[src/hw/rtl/ptbt_pkg.sv]
// Shared types and constants for the pan/tilt beacon tracker.
// Holds the fixed-point formats, the step-scaling constants, the register indexes and the
// per-axis command type. No dependencies; compiled before every other file.
package ptbt_pkg;

   // Widths of the fields and of the fixed-point positions
   localparam int POS_FRAC_BITS = 16;
   localparam int COORD_BITS    = 10;
   localparam int POS_W         = POS_FRAC_BITS + 1;
   localparam int DB_W          = 10;
   localparam int SWEEP_W       = 12;
   localparam int COUNT_W       = 8;
   localparam int STATUS_W      = 3;
   localparam int CSR_W         = 12;
   localparam int CSR_IDX_W     = 3;

   // Register indexes of the configuration port
   localparam logic [CSR_IDX_W-1:0] REG_CENTER_X      = CSR_IDX_W'(0);
   localparam logic [CSR_IDX_W-1:0] REG_CENTER_Y      = CSR_IDX_W'(1);
   localparam logic [CSR_IDX_W-1:0] REG_DEAD_BAND     = CSR_IDX_W'(2);
   localparam logic [CSR_IDX_W-1:0] REG_SWEEP_STEP    = CSR_IDX_W'(3);
   localparam logic [CSR_IDX_W-1:0] REG_MISS_LIMIT    = CSR_IDX_W'(4);
   localparam logic [CSR_IDX_W-1:0] REG_REPORT_PERIOD = CSR_IDX_W'(5);

   // Offsets are compared at a width that holds the coordinate, the dead band and 450
   localparam int CMP_W = (COORD_BITS > DB_W) ? COORD_BITS : DB_W;
   localparam logic [CMP_W-1:0] BIG_OFFSET = CMP_W'(450);

   // Proportional step: (mag * 2^F + 75000) / 150000 for mag up to 450.
   // The quotient is exact through a rounded-up reciprocal wide enough for every numerator.
   localparam int MAG_W       = 9;
   localparam int NUM_W       = MAG_W + POS_FRAC_BITS + 1;
   localparam int DIV_W       = 18;
   localparam longint unsigned STEP_DIV = 64'd150000;
   localparam logic [NUM_W-1:0] ROUND_ADD = NUM_W'(75000);
   localparam int RECIP_SHIFT = NUM_W + DIV_W;
   localparam int RECIP_W     = NUM_W + 1;
   localparam int PROD_W      = NUM_W + RECIP_W;
   localparam logic [RECIP_W-1:0] RECIP =
      RECIP_W'(((64'd1 << RECIP_SHIFT) + STEP_DIV - 64'd1) / STEP_DIV);

   // Step magnitudes stay below 2^(F-7)
   localparam int STEP_W = POS_FRAC_BITS - 7;
   localparam logic [STEP_W-1:0] FIXED_STEP =
      STEP_W'((64'd5 * (64'd1 << POS_FRAC_BITS) + 64'd500) / 64'd1000);

   // Amount added to or taken from a position: a step or the sweep increment
   localparam int AMT_W = (STEP_W > SWEEP_W) ? STEP_W : SWEEP_W;

   // Position constants
   localparam logic [POS_W-1:0] POS_ONE  = POS_W'(64'd1 << POS_FRAC_BITS);
   localparam logic [POS_W-1:0] POS_HALF = POS_W'(64'd1 << (POS_FRAC_BITS - 1));
   localparam logic [POS_W-1:0] TILT_UP  =
      POS_W'((64'd3 * (64'd1 << POS_FRAC_BITS) + 64'd2) / 64'd5);
   localparam logic [POS_W-1:0] TILT_DOWN =
      POS_W'((64'd2 * (64'd1 << POS_FRAC_BITS) + 64'd2) / 64'd5);

   // Tracking status codes
   localparam logic [STATUS_W-1:0] ST_TRACKING = 3'd0;
   localparam logic [STATUS_W-1:0] ST_ABSENT   = 3'd1;
   localparam logic [STATUS_W-1:0] ST_COUNTING = 3'd2;
   localparam logic [STATUS_W-1:0] ST_LOST     = 3'd3;
   localparam logic [STATUS_W-1:0] ST_SWEEPING = 3'd4;

   // Command for one axis: step magnitude, its direction and whether the servo is driven
   typedef struct packed {
      logic [STEP_W-1:0] step;
      logic              neg;
      logic              drive;
   } ptbt_axis_type;

endpackage

[src/hw/rtl/ptbt_axis_step.sv]
// Per-axis offset evaluation for the beacon tracker.
// Turns a coordinate and an aim point into a step, its sign and a servo-drive flag.
// Depends on ptbt_pkg.
module ptbt_axis_step (
   input  logic [ptbt_pkg::COORD_BITS-1:0] coord,
   input  logic [ptbt_pkg::COORD_BITS-1:0] center,
   input  logic [ptbt_pkg::DB_W-1:0]       dead_band,
   output ptbt_pkg::ptbt_axis_type         cmd
);
   import ptbt_pkg::*;

   logic signed [COORD_BITS:0] diff;
   logic [COORD_BITS-1:0]      mag;
   logic [CMP_W-1:0]           mag_ext;
   logic                       big;
   logic [MAG_W-1:0]           mag_small;
   logic [NUM_W-1:0]           num;
   logic [PROD_W-1:0]          prod;
   logic [STEP_W-1:0]          prop_step;

   // Signed offset of the aim point from the coordinate, and its magnitude
   assign diff    = $signed({1'b0, center}) - $signed({1'b0, coord});
   assign mag     = diff[COORD_BITS] ? COORD_BITS'(-diff) : diff[COORD_BITS-1:0];
   assign mag_ext = CMP_W'(mag);
   assign big     = mag_ext > BIG_OFFSET;

   // Rounded proportional step by multiplication with the reciprocal of 150000
   assign mag_small = mag_ext[MAG_W-1:0];
   assign num       = NUM_W'({mag_small, {POS_FRAC_BITS{1'b0}}}) + ROUND_ADD;
   assign prod      = PROD_W'(num) * PROD_W'(RECIP);
   assign prop_step = prod[RECIP_SHIFT +: STEP_W];

   // A large offset takes the fixed step
   assign cmd.step  = big ? FIXED_STEP : prop_step;
   assign cmd.neg   = diff[COORD_BITS];
   assign cmd.drive = mag_ext > CMP_W'(dead_band);

endmodule

[src/hw/rtl/pan_tilt_beacon_tracker.sv]
// Pan/tilt beacon tracker: one blob coordinate pair per request, one servo command per request.
// The offset and step are registered in the first stage as the request is taken; the
// position update then loads the result register once it is free. One request is taken
// per cycle unless the receiver stalls; the result register lets a new request in while a
// finished result waits. Reset is synchronous and active high: it restores the register
// defaults, centres both servos, sets the sweep direction upwards and clears both counters.
module pan_tilt_beacon_tracker (
   input  logic                              clock,
   input  logic                              reset,
   input  logic                              req_valid,
   output logic                              req_stall,
   input  logic [ptbt_pkg::COORD_BITS-1:0]   req_blob_x,
   input  logic [ptbt_pkg::COORD_BITS-1:0]   req_blob_y,
   output logic                              rsp_valid,
   input  logic                              rsp_stall,
   output logic [ptbt_pkg::POS_W-1:0]        rsp_pan_position,
   output logic [ptbt_pkg::POS_W-1:0]        rsp_tilt_position,
   output logic                              rsp_pan_write,
   output logic                              rsp_tilt_write,
   output logic [ptbt_pkg::STATUS_W-1:0]     rsp_track_status,
   output logic                              rsp_report_strobe,
   input  logic                              csr_write,
   input  logic [ptbt_pkg::CSR_IDX_W-1:0]    csr_index,
   input  logic [ptbt_pkg::CSR_W-1:0]        csr_wdata
);
   import ptbt_pkg::*;

   // Request classes held in the first stage
   localparam logic [1:0] KIND_TRACK  = 2'd0;
   localparam logic [1:0] KIND_ABSENT = 2'd1;
   localparam logic [1:0] KIND_MISS   = 2'd2;

   localparam int SUM_W = ((POS_W > AMT_W) ? POS_W : AMT_W) + 1;
   localparam logic [COUNT_W-1:0] COUNT_MAX = '1;

   // Configuration registers
   logic [COORD_BITS-1:0] center_x_ff, center_y_ff;
   logic [DB_W-1:0]       dead_band_ff;
   logic [SWEEP_W-1:0]    sweep_step_ff;
   logic [COUNT_W-1:0]    miss_limit_ff, report_period_ff;

   // Tracker state
   logic [POS_W-1:0]   pan_pos_ff, pan_pos_in;
   logic [POS_W-1:0]   tilt_pos_ff, tilt_pos_in;
   logic               sweep_up_ff, sweep_up_in;
   logic [COUNT_W-1:0] miss_count_ff, miss_count_in;
   logic [COUNT_W-1:0] report_count_ff, report_count_in;

   // First stage
   logic          s1_valid_ff, s1_valid_in;
   logic [1:0]    s1_kind_ff, s1_kind_in;
   ptbt_axis_type s1_pan_ff, s1_tilt_ff;
   ptbt_axis_type pan_cmd, tilt_cmd;

   // Result register
   logic                rsp_valid_ff, rsp_valid_in;
   logic [POS_W-1:0]    rsp_pan_ff, rsp_tilt_ff;
   logic                rsp_pw_ff, rsp_tw_ff, rsp_strobe_ff;
   logic [STATUS_W-1:0] rsp_status_ff;

   logic                out_free, s1_take, s2_go;
   logic                pan_wr, tilt_wr, strobe;
   logic [STATUS_W-1:0] status;

   // Saturating position arithmetic
   function automatic logic [POS_W-1:0] pos_add(input logic [POS_W-1:0] pos,
                                                input logic [AMT_W-1:0] amt);
      logic [SUM_W-1:0] sum;
      sum = SUM_W'(pos) + SUM_W'(amt);
      return (sum > SUM_W'(POS_ONE)) ? POS_ONE : sum[POS_W-1:0];
   endfunction

   function automatic logic [POS_W-1:0] pos_sub(input logic [POS_W-1:0] pos,
                                                input logic [AMT_W-1:0] amt);
      logic [SUM_W-1:0] diff;
      diff = SUM_W'(pos) - SUM_W'(amt);
      return (SUM_W'(amt) > SUM_W'(pos)) ? '0 : diff[POS_W-1:0];
   endfunction

   // Handshake: the result register frees up when empty or taken this cycle
   assign out_free  = !rsp_valid_ff || !rsp_stall;
   assign s2_go     = s1_valid_ff && out_free;
   assign req_stall = s1_valid_ff && !out_free;
   assign s1_take   = req_valid && !req_stall;

   // Configuration writes
   always_ff @(posedge clock) begin
      if (reset) begin
         center_x_ff      <= COORD_BITS'(415);
         center_y_ff      <= COORD_BITS'(512);
         dead_band_ff     <= DB_W'(5);
         sweep_step_ff    <= SWEEP_W'(131);
         miss_limit_ff    <= COUNT_W'(200);
         report_period_ff <= COUNT_W'(200);
      end else if (csr_write) begin
         case (csr_index)
            REG_CENTER_X:      center_x_ff      <= csr_wdata[COORD_BITS-1:0];
            REG_CENTER_Y:      center_y_ff      <= csr_wdata[COORD_BITS-1:0];
            REG_DEAD_BAND:     dead_band_ff     <= csr_wdata[DB_W-1:0];
            REG_SWEEP_STEP:    sweep_step_ff    <= csr_wdata[SWEEP_W-1:0];
            REG_MISS_LIMIT:    miss_limit_ff    <= csr_wdata[COUNT_W-1:0];
            REG_REPORT_PERIOD: report_period_ff <= csr_wdata[COUNT_W-1:0];
            default: ;
         endcase
      end
   end

   // Offset and step evaluation for each axis
   ptbt_axis_step u_pan_step (
      .coord     (req_blob_x),
      .center    (center_x_ff),
      .dead_band (dead_band_ff),
      .cmd       (pan_cmd)
   );

   ptbt_axis_step u_tilt_step (
      .coord     (req_blob_y),
      .center    (center_y_ff),
      .dead_band (dead_band_ff),
      .cmd       (tilt_cmd)
   );

   // Classify the request: sensor absent, no blob, or a blob to track
   always_comb begin
      if (req_blob_x == '0 && req_blob_y == '0) begin
         s1_kind_in = KIND_ABSENT;
      end else if (req_blob_x == '1 && req_blob_y == '1) begin
         s1_kind_in = KIND_MISS;
      end else begin
         s1_kind_in = KIND_TRACK;
      end
   end

   always_comb begin
      if (s1_take) begin
         s1_valid_in = 1'b1;
      end else if (s2_go) begin
         s1_valid_in = 1'b0;
      end else begin
         s1_valid_in = s1_valid_ff;
      end
   end

   always_ff @(posedge clock) begin
      if (reset) begin
         s1_valid_ff <= 1'b0;
      end else begin
         s1_valid_ff <= s1_valid_in;
      end
   end

   always_ff @(posedge clock) begin
      if (s1_take) begin
         s1_kind_ff <= s1_kind_in;
         s1_pan_ff  <= pan_cmd;
         s1_tilt_ff <= tilt_cmd;
      end
   end

   // Position, sweep and counter update for the request in the first stage
   always_comb begin
      pan_pos_in      = pan_pos_ff;
      tilt_pos_in     = tilt_pos_ff;
      sweep_up_in     = sweep_up_ff;
      miss_count_in   = miss_count_ff;
      report_count_in = report_count_ff;
      pan_wr          = 1'b0;
      tilt_wr         = 1'b0;
      strobe          = 1'b0;
      status          = ST_ABSENT;
      case (s1_kind_ff)
         KIND_ABSENT: begin
            status = ST_ABSENT;
         end
         KIND_MISS: begin
            if (miss_count_ff < miss_limit_ff) begin
               miss_count_in = miss_count_ff + 1'b1;
               status        = ST_COUNTING;
            end else if (miss_count_ff == miss_limit_ff) begin
               if (miss_count_ff != COUNT_MAX) begin
                  miss_count_in = miss_count_ff + 1'b1;
               end
               status = ST_LOST;
            end else begin
               if (sweep_up_ff) begin
                  tilt_pos_in = TILT_UP;
                  pan_pos_in  = pos_add(pan_pos_ff, AMT_W'(sweep_step_ff));
               end else begin
                  tilt_pos_in = TILT_DOWN;
                  pan_pos_in  = pos_sub(pan_pos_ff, AMT_W'(sweep_step_ff));
               end
               // Turn round at either end of travel
               if (pan_pos_in == '0) begin
                  sweep_up_in = 1'b1;
               end else if (pan_pos_in >= POS_ONE) begin
                  sweep_up_in = 1'b0;
               end
               pan_wr  = 1'b1;
               tilt_wr = 1'b1;
               status  = ST_SWEEPING;
            end
         end
         default: begin
            // Pan moves against the offset, tilt with it
            if (s1_pan_ff.neg) begin
               pan_pos_in = pos_add(pan_pos_ff, AMT_W'(s1_pan_ff.step));
            end else begin
               pan_pos_in = pos_sub(pan_pos_ff, AMT_W'(s1_pan_ff.step));
            end
            if (s1_tilt_ff.neg) begin
               tilt_pos_in = pos_sub(tilt_pos_ff, AMT_W'(s1_tilt_ff.step));
            end else begin
               tilt_pos_in = pos_add(tilt_pos_ff, AMT_W'(s1_tilt_ff.step));
            end
            pan_wr  = s1_pan_ff.drive;
            tilt_wr = s1_tilt_ff.drive;
            if (report_count_ff == report_period_ff) begin
               report_count_in = '0;
               strobe          = 1'b1;
            end else begin
               report_count_in = report_count_ff + 1'b1;
            end
            status = ST_TRACKING;
         end
      endcase
   end

   always_ff @(posedge clock) begin
      if (reset) begin
         pan_pos_ff      <= POS_HALF;
         tilt_pos_ff     <= POS_HALF;
         sweep_up_ff     <= 1'b1;
         miss_count_ff   <= '0;
         report_count_ff <= '0;
      end else if (s2_go) begin
         pan_pos_ff      <= pan_pos_in;
         tilt_pos_ff     <= tilt_pos_in;
         sweep_up_ff     <= sweep_up_in;
         miss_count_ff   <= miss_count_in;
         report_count_ff <= report_count_in;
      end
   end

   // Result register
   always_comb begin
      if (s2_go) begin
         rsp_valid_in = 1'b1;
      end else if (!rsp_stall) begin
         rsp_valid_in = 1'b0;
      end else begin
         rsp_valid_in = rsp_valid_ff;
      end
   end

   always_ff @(posedge clock) begin
      if (reset) begin
         rsp_valid_ff <= 1'b0;
      end else begin
         rsp_valid_ff <= rsp_valid_in;
      end
   end

   always_ff @(posedge clock) begin
      if (s2_go) begin
         rsp_pan_ff    <= pan_pos_in;
         rsp_tilt_ff   <= tilt_pos_in;
         rsp_pw_ff     <= pan_wr;
         rsp_tw_ff     <= tilt_wr;
         rsp_status_ff <= status;
         rsp_strobe_ff <= strobe;
      end
   end

   assign rsp_valid         = rsp_valid_ff;
   assign rsp_pan_position  = rsp_pan_ff;
   assign rsp_tilt_position = rsp_tilt_ff;
   assign rsp_pan_write     = rsp_pw_ff;
   assign rsp_tilt_write    = rsp_tw_ff;
   assign rsp_track_status  = rsp_status_ff;
   assign rsp_report_strobe = rsp_strobe_ff;

   // Positions never leave the range 0 to full travel.
   a_pos_range: assert property (@(posedge clock) disable iff (reset)
      pan_pos_ff <= POS_ONE && tilt_pos_ff <= POS_ONE)
      else $error("servo position beyond full travel");

   // The report strobe fires only on tracking results.
   a_strobe_tracking: assert property (@(posedge clock) disable iff (reset)
      rsp_valid_ff && rsp_strobe_ff |-> rsp_status_ff == ST_TRACKING)
      else $error("report strobe outside tracking");

   // A sweeping result drives both servos.
   a_sweep_writes: assert property (@(posedge clock) disable iff (reset)
      rsp_valid_ff && rsp_status_ff == ST_SWEEPING |-> rsp_pw_ff && rsp_tw_ff)
      else $error("sweep result without servo writes");

   // Only reset lowers the miss count.
   a_miss_monotonic: assert property (@(posedge clock) disable iff (reset)
      1'b1 |=> miss_count_ff >= $past(miss_count_ff))
      else $error("miss count decreased");

   // Stalling the request side implies a request held in the first stage.
   a_stall_held: assert property (@(posedge clock) disable iff (reset)
      req_stall |-> s1_valid_ff && rsp_valid_ff)
      else $error("request stalled with nothing in flight");

endmodule

[config.mk]
export PLATFORM = sky130hd
export DESIGN_NAME = pan_tilt_beacon_tracker
export DESIGN_NICKNAME = d
export VERILOG_FILES = /design/src/hw/rtl/ptbt_pkg.sv /design/src/hw/rtl/ptbt_axis_step.sv /design/src/hw/rtl/pan_tilt_beacon_tracker.sv
export SDC_FILE = /design/constraint.sdc
export NUM_CORES = 1
export LEC_CHECK = 0
export CAP_MARGIN = 20
export CORE_MARGIN = 2
export CORE_UTILIZATION = 56
export CTS_CLUSTER_DIAMETER = 60
export CTS_CLUSTER_SIZE = 12
export DETAILED_ROUTE_END_ITERATION = 16
export DONT_BUFFER_PORTS = 1
export PLACE_DENSITY_LB_ADDON = 0.12
export SYNTH_ARGS = -nofsm -noshare
export SYNTH_HDL_FRONTEND = slang
export SYNTH_SLANG_ARGS = --single-unit
[constraint.sdc]
create_clock -name clock -period 12.7 [get_ports clock]
set_clock_uncertainty 0.15 [all_clocks]
set_input_delay 2.54 -clock clock [delete_from_list [all_inputs] [get_ports clock]]
set_output_delay 2.54 -clock clock [all_outputs]
set_load 0.01 [all_outputs]
==> run_results.csv, run 1 <==
group,metric,value,unit
status,outcome,"complete, no violations",
final_layout,final_cell_mix,"inv_1, ha_1, nand2_1",
route,drt_wl_total,69.8,mm
critical_path,cp_slowest_cell,"fa_1",
critical_path,crit_path_end_kind,"register",
floorplanning,initial_utilization,56.5,%
hold_path,holdPathStages,2,
yosys,ys.flop_type,"dfxtp_1",
floorplanning,io_pins,82,
timing,final.min_clock_period,11820,ps
hold_path,holdCritStartpoint,"miss_limit_ff[1]",
floorplanning,die-width,218,um
final_layout,finalNetCount,3586,
yosys,synth-seq-cells,175,
critical_path,rr_endpoint,"s1_tilt_ff[9]",
placed_design,dp_slack,558,ps
final_layout,drive_above_1_share,4.50,%
hold_path,hold_end,"miss_limit_ff[1]",
yosys,synthCells,2961,
final_layout,multiInputGateArea,19200,um2
route,drt_iter0_drc,1706,
route,drt_pre_antenna_iters,5,
timing,finalWorstSetupSlack,884,ps
global_routing,grt_pass1_vias,21000,
placed_design,port_buffers,0,
global_routing,antenna_found_initial,0,
yosys,synth-edff-count,64,
critical_path,rr_worst_depth,34,
route,ant_nets,0,
critical_path,crit_fanout,6,
yosys,yosysWarnings,0,
route,vias_per_cell,5.92,
timing,slew_viol_final,0,
timing,slew_headroom,26.3,%
timing,setup-violations-final,0,
yosys,yosysTopAreaCellShare,21.1,%
clock_network,cts.root.buffer_cell,"clkbuf_16",
yosys,syn-cell-area,25500,um2
global_routing,overflow,0,
route,dr_total_vias,20900,
hold_path,hold_path_class,"reg -> reg",
final_layout,finish.utilization,59.1,%
final_layout,final_common_cell,"inv_1",
critical_path,startpoint,"req_blob_y[0]",
yosys,synth_top_area_cell,"ha_1",
clock_network,cts_hold_buffers,0,
floorplanning,core_area,45200,um2
final_layout,regArea,4140,um2
yosys,synth_cell_types,112,
job,cap_violations,0,
critical_path,worstSetupStartpointType,"input pin",
critical_path,cp.arrival,11970,ps
floorplanning,die_area,47300,um2
critical_path,crit_type,"in -> reg",
final_layout,antennaDiodeCount,0,
clock_network,cts_resized,0,
clock_network,clock-sinks,175,
timing,fin_crit_sh,93.0,%
placed_design,gp_congestion,0.920,
floorplanning,die_y,218,um
placed_design,dp_cells,3501,
timing,hold_viol,0,
final_layout,syn_to_final_growth,4.66,%
route,post_drt_wl_per_cell,19.8,um
placed_design,hpwlAfterDp,57.9,mm
clock_network,cts_max_path_buffers,2,
yosys,syn_area_per_cell,8.62,um2
timing,grt_setup_unrepaired,"no",
timing,setup_tns,0,ps
floorplanning,rows,78,
clock_network,clk_pin_slew_worst_paths,80,ps
global_routing,grt_max_degree,100,
global_routing,grt_pass1_wl,112,mm
critical_path,r2r_start,"center_y_ff[0]",
clock_network,cts_tree,"done",
timing,worst_pin_slew,1100,ps
critical_path,crit_required,12850,ps
clock_network,numCtsBuffers,17,
critical_path,r2r_slack,2440,ps
global_routing,gr-usage-all-layers,30.1,%
final_layout,n_fill_cell,4131,
critical_path,cpMostUsedCell,"fa_1",
clock_network,cts_max_level,4,
timing,fmax,84.6,MHz
yosys,async_flop_share,0,%
yosys,ys_top_cells_by_area,"ha_1, fa_1, dfxtp_1",
yosys,ys_seq_area_share,16.2,%
clock_network,post_cts_buffers,0,
clock_network,clk_latency,460,ps
route,drcViolationCount,0,
critical_path,slowest_delay,670,ps
final_layout,final_cells,3533,
[Yosys cell counts, types with 32 or more instances]
master and n:
o21ai_0 98, o21a_1 38, xnor2_1 91, nand2b_1 32
a21o_1 57, dfxtp_1 111, a21oi_1 180, inv_1 482
fa_1 196, nor3_1 45, nand2_1 242, nor2_1 185
xor2_1 57, clkbuf_1 60, nor2b_1 37, nand3_1 40
ha_1 430, edfxtp_1 64
[cell type report]
cell class,count,area share (%)
clock inverter,14,0.646
timing repair buffer,20,0.562
clock buffer,18,1.69
multi-input combinational,2222,72.0
sequential,175,15.5
inverter,484,6.80
tap,600,2.81
[stage by stage]
stage	instance area, um2	hold slack, ps
after global routing	26700	326
after detailed placement	26100	293
after global placement	26100	289
after CTS	26700	304
final	26700	313
after floorplan	25500	286
[layer usage]
layer  track usage [%]  part of all wire, %
met4              8.61                  2.5
met5                 0                    0
met3              3.28                  4.9
met1              41.9                   46
met2              49.4                   46
[worst max path at each step]
| stage | slack, ps | to | cells after the start |
|---|---|---|---|
| 2_1_floorplan | 1420 | s1_tilt_ff[7] | 38 |
| 3_3_place_gp | 830 | s1_tilt_ff[7] | 36 |
| 5_1_grt | 430 | s1_tilt_ff[9] | 34 |
| 6_report | 880 | s1_tilt_ff[9] | 33 |
| 3_5_place_dp | 560 | s1_tilt_ff[9] | 34 |
| 4_1_cts | 990 | s1_tilt_ff[9] | 34 |
[logic make-up (layout without fill, tap and decap cells)]
family | count (synthesis) | after routing | share of synthesized area, %
other | 1 | 4 | 0.0147
and+or+nand+nor | 789 | 789 | 15.5
muxes | 19 | 19 | 0.760
adders and majority gates | 626 | 626 | 36.4
DFF | 175 | 175 | 16.2
AOI/OAI and AO/OA | 633 | 633 | 17.2
buffers and inverters | 567 | 536 | 8.48
xor gates and xnor gates | 151 | 151 | 5.30
[state kept, by name, indices dropped and copies added, names as in the netlist, 11 cells and up]
register           flops
pan_pos_ff            17
rsp_pan_position      17
rsp_tilt_position     17
tilt_pos_ff           17
sweep_step_ff         12
s1_pan_ff             11
s1_tilt_ff            11
[worst max-delay path, delay by kind of cell]
kind / cells / cell delay [ps]
buffers and inverters: 7 / 620
AOI/OAI and AO/OA: 8 / 1870
adders and majority gates: 10 / 4550
xor gates and xnor gates: 1 / 380
and+or+nand+nor: 7 / 2020
Power of run 1 is left out: the tool's default activity adds up to more than one toggle a clock period on the data nets, which glitch-free logic cannot reach.
==> inputs of run 2 (changes only) <==
--- a/config.mk
+++ b/config.mk
@@ -12,6 +12,7 @@
 export CTS_CLUSTER_SIZE = 12
 export DETAILED_ROUTE_END_ITERATION = 16
 export DONT_BUFFER_PORTS = 1
+export GPL_TIMING_DRIVEN = 0
 export PLACE_DENSITY_LB_ADDON = 0.12
 export SYNTH_ARGS = -nofsm -noshare
 export SYNTH_HDL_FRONTEND = slang
==> run 2 against run 1 <==
Compared with the run above:
- hold slack got worse by 5.1 ps
- cell count rose by 2.0%
- wire length rose by 2.2%
- maximum frequency fell by 1.4%
- utilization rose by 0.50 points
- critical endpoint unchanged
- largest cell class unchanged
==> run_results.csv, run 2 (synthesized netlist as in run 1, its figures left out) <==
group,metric,value,unit
clock_network,clk_pin_slew_worst_paths,60,ps
global_routing,antenna_found_initial,0,
final_layout,antennaDiodeCount,0,
global_routing,overflow,0,
hold_path,hold_path_class,"reg -> reg",
timing,grt_setup_unrepaired,"no",
global_routing,grt_pass1_vias,21100,
final_layout,final_cells,3602,
clock_network,clock-sinks,175,
final_layout,drive_above_1_share,4.56,%
route,post_drt_wl_per_cell,19.8,um
final_layout,final_cell_mix,"inv_1, ha_1, nand2_1",
timing,setup_tns,0,ps
critical_path,cp_slowest_cell,"fa_1",
placed_design,dp_slack,-680,ps
final_layout,finalNetCount,3655,
critical_path,crit_type,"in -> reg",
timing,fin_crit_sh,94.4,%
critical_path,r2r_start,"center_y_ff[0]",
critical_path,rr_worst_depth,35,
final_layout,syn_to_final_growth,5.54,%
critical_path,slowest_delay,670,ps
critical_path,r2r_slack,2370,ps
placed_design,port_buffers,0,
global_routing,grt_pass1_wl,113,mm
clock_network,cts_tree,"done",
clock_network,clk_latency,460,ps
clock_network,cts_max_level,4,
timing,worst_pin_slew,875,ps
timing,slew_viol_final,0,
floorplanning,io_pins,82,
floorplanning,die_y,218,um
critical_path,worstSetupStartpointType,"input pin",
route,vias_per_cell,5.90,
hold_path,hold_end,"miss_limit_ff[5]",
job,cap_violations,0,
route,drt_iter0_drc,1541,
floorplanning,initial_utilization,56.5,%
placed_design,dp_cells,3568,
route,drcViolationCount,0,
placed_design,gp_congestion,0.956,
placed_design,hpwlAfterDp,59.9,mm
floorplanning,rows,78,
critical_path,cpMostUsedCell,"fa_1",
route,drt_wl_total,71.3,mm
timing,setup-violations-final,0,
global_routing,grt_max_degree,37,
route,ant_nets,0,
timing,slew_headroom,41.7,%
critical_path,crit_fanout,6,
route,drt_pre_antenna_iters,6,
critical_path,rr_endpoint,"s1_tilt_ff[9]",
timing,finalWorstSetupSlack,714,ps
status,outcome,"complete, no violations",
floorplanning,die-width,218,um
clock_network,cts.root.buffer_cell,"clkbuf_16",
timing,hold_viol,0,
global_routing,gr-usage-all-layers,30.4,%
critical_path,cp.arrival,12130,ps
clock_network,cts_max_path_buffers,2,
clock_network,numCtsBuffers,17,
timing,fmax,83.4,MHz
final_layout,final_common_cell,"inv_1",
critical_path,crit_required,12840,ps
hold_path,holdPathStages,2,
hold_path,holdCritStartpoint,"miss_limit_ff[5]",
timing,final.min_clock_period,11990,ps
floorplanning,die_area,47300,um2
clock_network,cts_hold_buffers,0,
route,dr_total_vias,21300,
critical_path,crit_path_end_kind,"register",
floorplanning,core_area,45200,um2
-- run 2: how the worst max path moves through the flow --
stage	cells past startpoint	slack, ps	from	end
after floorplan	38	1420	req_blob_y[0]	s1_tilt_ff[7]
after global placement	33	-640	req_blob_y[0]	s1_tilt_ff[9]
after detailed placement	31	-680	req_blob_y[0]	s1_tilt_ff[9]
after CTS	33	30	req_blob_y[0]	s1_tilt_ff[9]
after global routing	34	80	req_blob_y[0]	s1_tilt_ff[9]
final	34	710	req_blob_y[0]	s1_tilt_ff[9]
-- run 2: final cells by class --
type                    count  area (um2)
repair buffers              6        58.8
plain buffers              83         352
clock inverters             6        46.3
inverters                 484        1820
clock buffers              26         512
flip-flops and latches    175        4140
well taps                 600         751
multi-input cells        2222       19300
fillers                  4101       18200
-- run 2: per-stage QoR --
stage               util (%)  area [um2]  hold slack [ps]
global placement        58.2       26300              293
CTS                     59.5       26900              309
detailed placement      58.3       26300              300
finish                  59.6       26900              308
global route            59.6       26900              334
floorplan                  -       25500              286
-- run 2: per-layer routing --
metal | wire (um) | up-vias | track usage [%] | part of all wire [%]
met4 | 2800 | 0 | 12.0 | 3.9
met3 | 4530 | 175 | 5.87 | 6.4
li1 | - | 10200 | - | -
met2 | 33900 | 630 | 51.8 | 48
met5 | 0 | - | 0 | 0
met1 | 30100 | 10200 | 38.0 | 42
-- run 2: timing repair --
action,in CTS,in global routing
buffers inserted,0,2
resized for setup,1,7
cloned,0,0
hold endpoints to repair,0,0
setup endpoints to repair,3,15
-- run 2: critical path, delay by kind of cell --
| kind | cells | cell delay, ps |
|---|---|---|
| AO/OA/AOI/OAI | 7 | 1880 |
| adder cells (fa/ha/maj) | 10 | 4560 |
| XOR/XNOR | 2 | 640 |
| AND/OR/NAND/NOR | 8 | 1850 |
| buffers and inverters | 7 | 620 |
Power of run 2 is left out for the same reason.
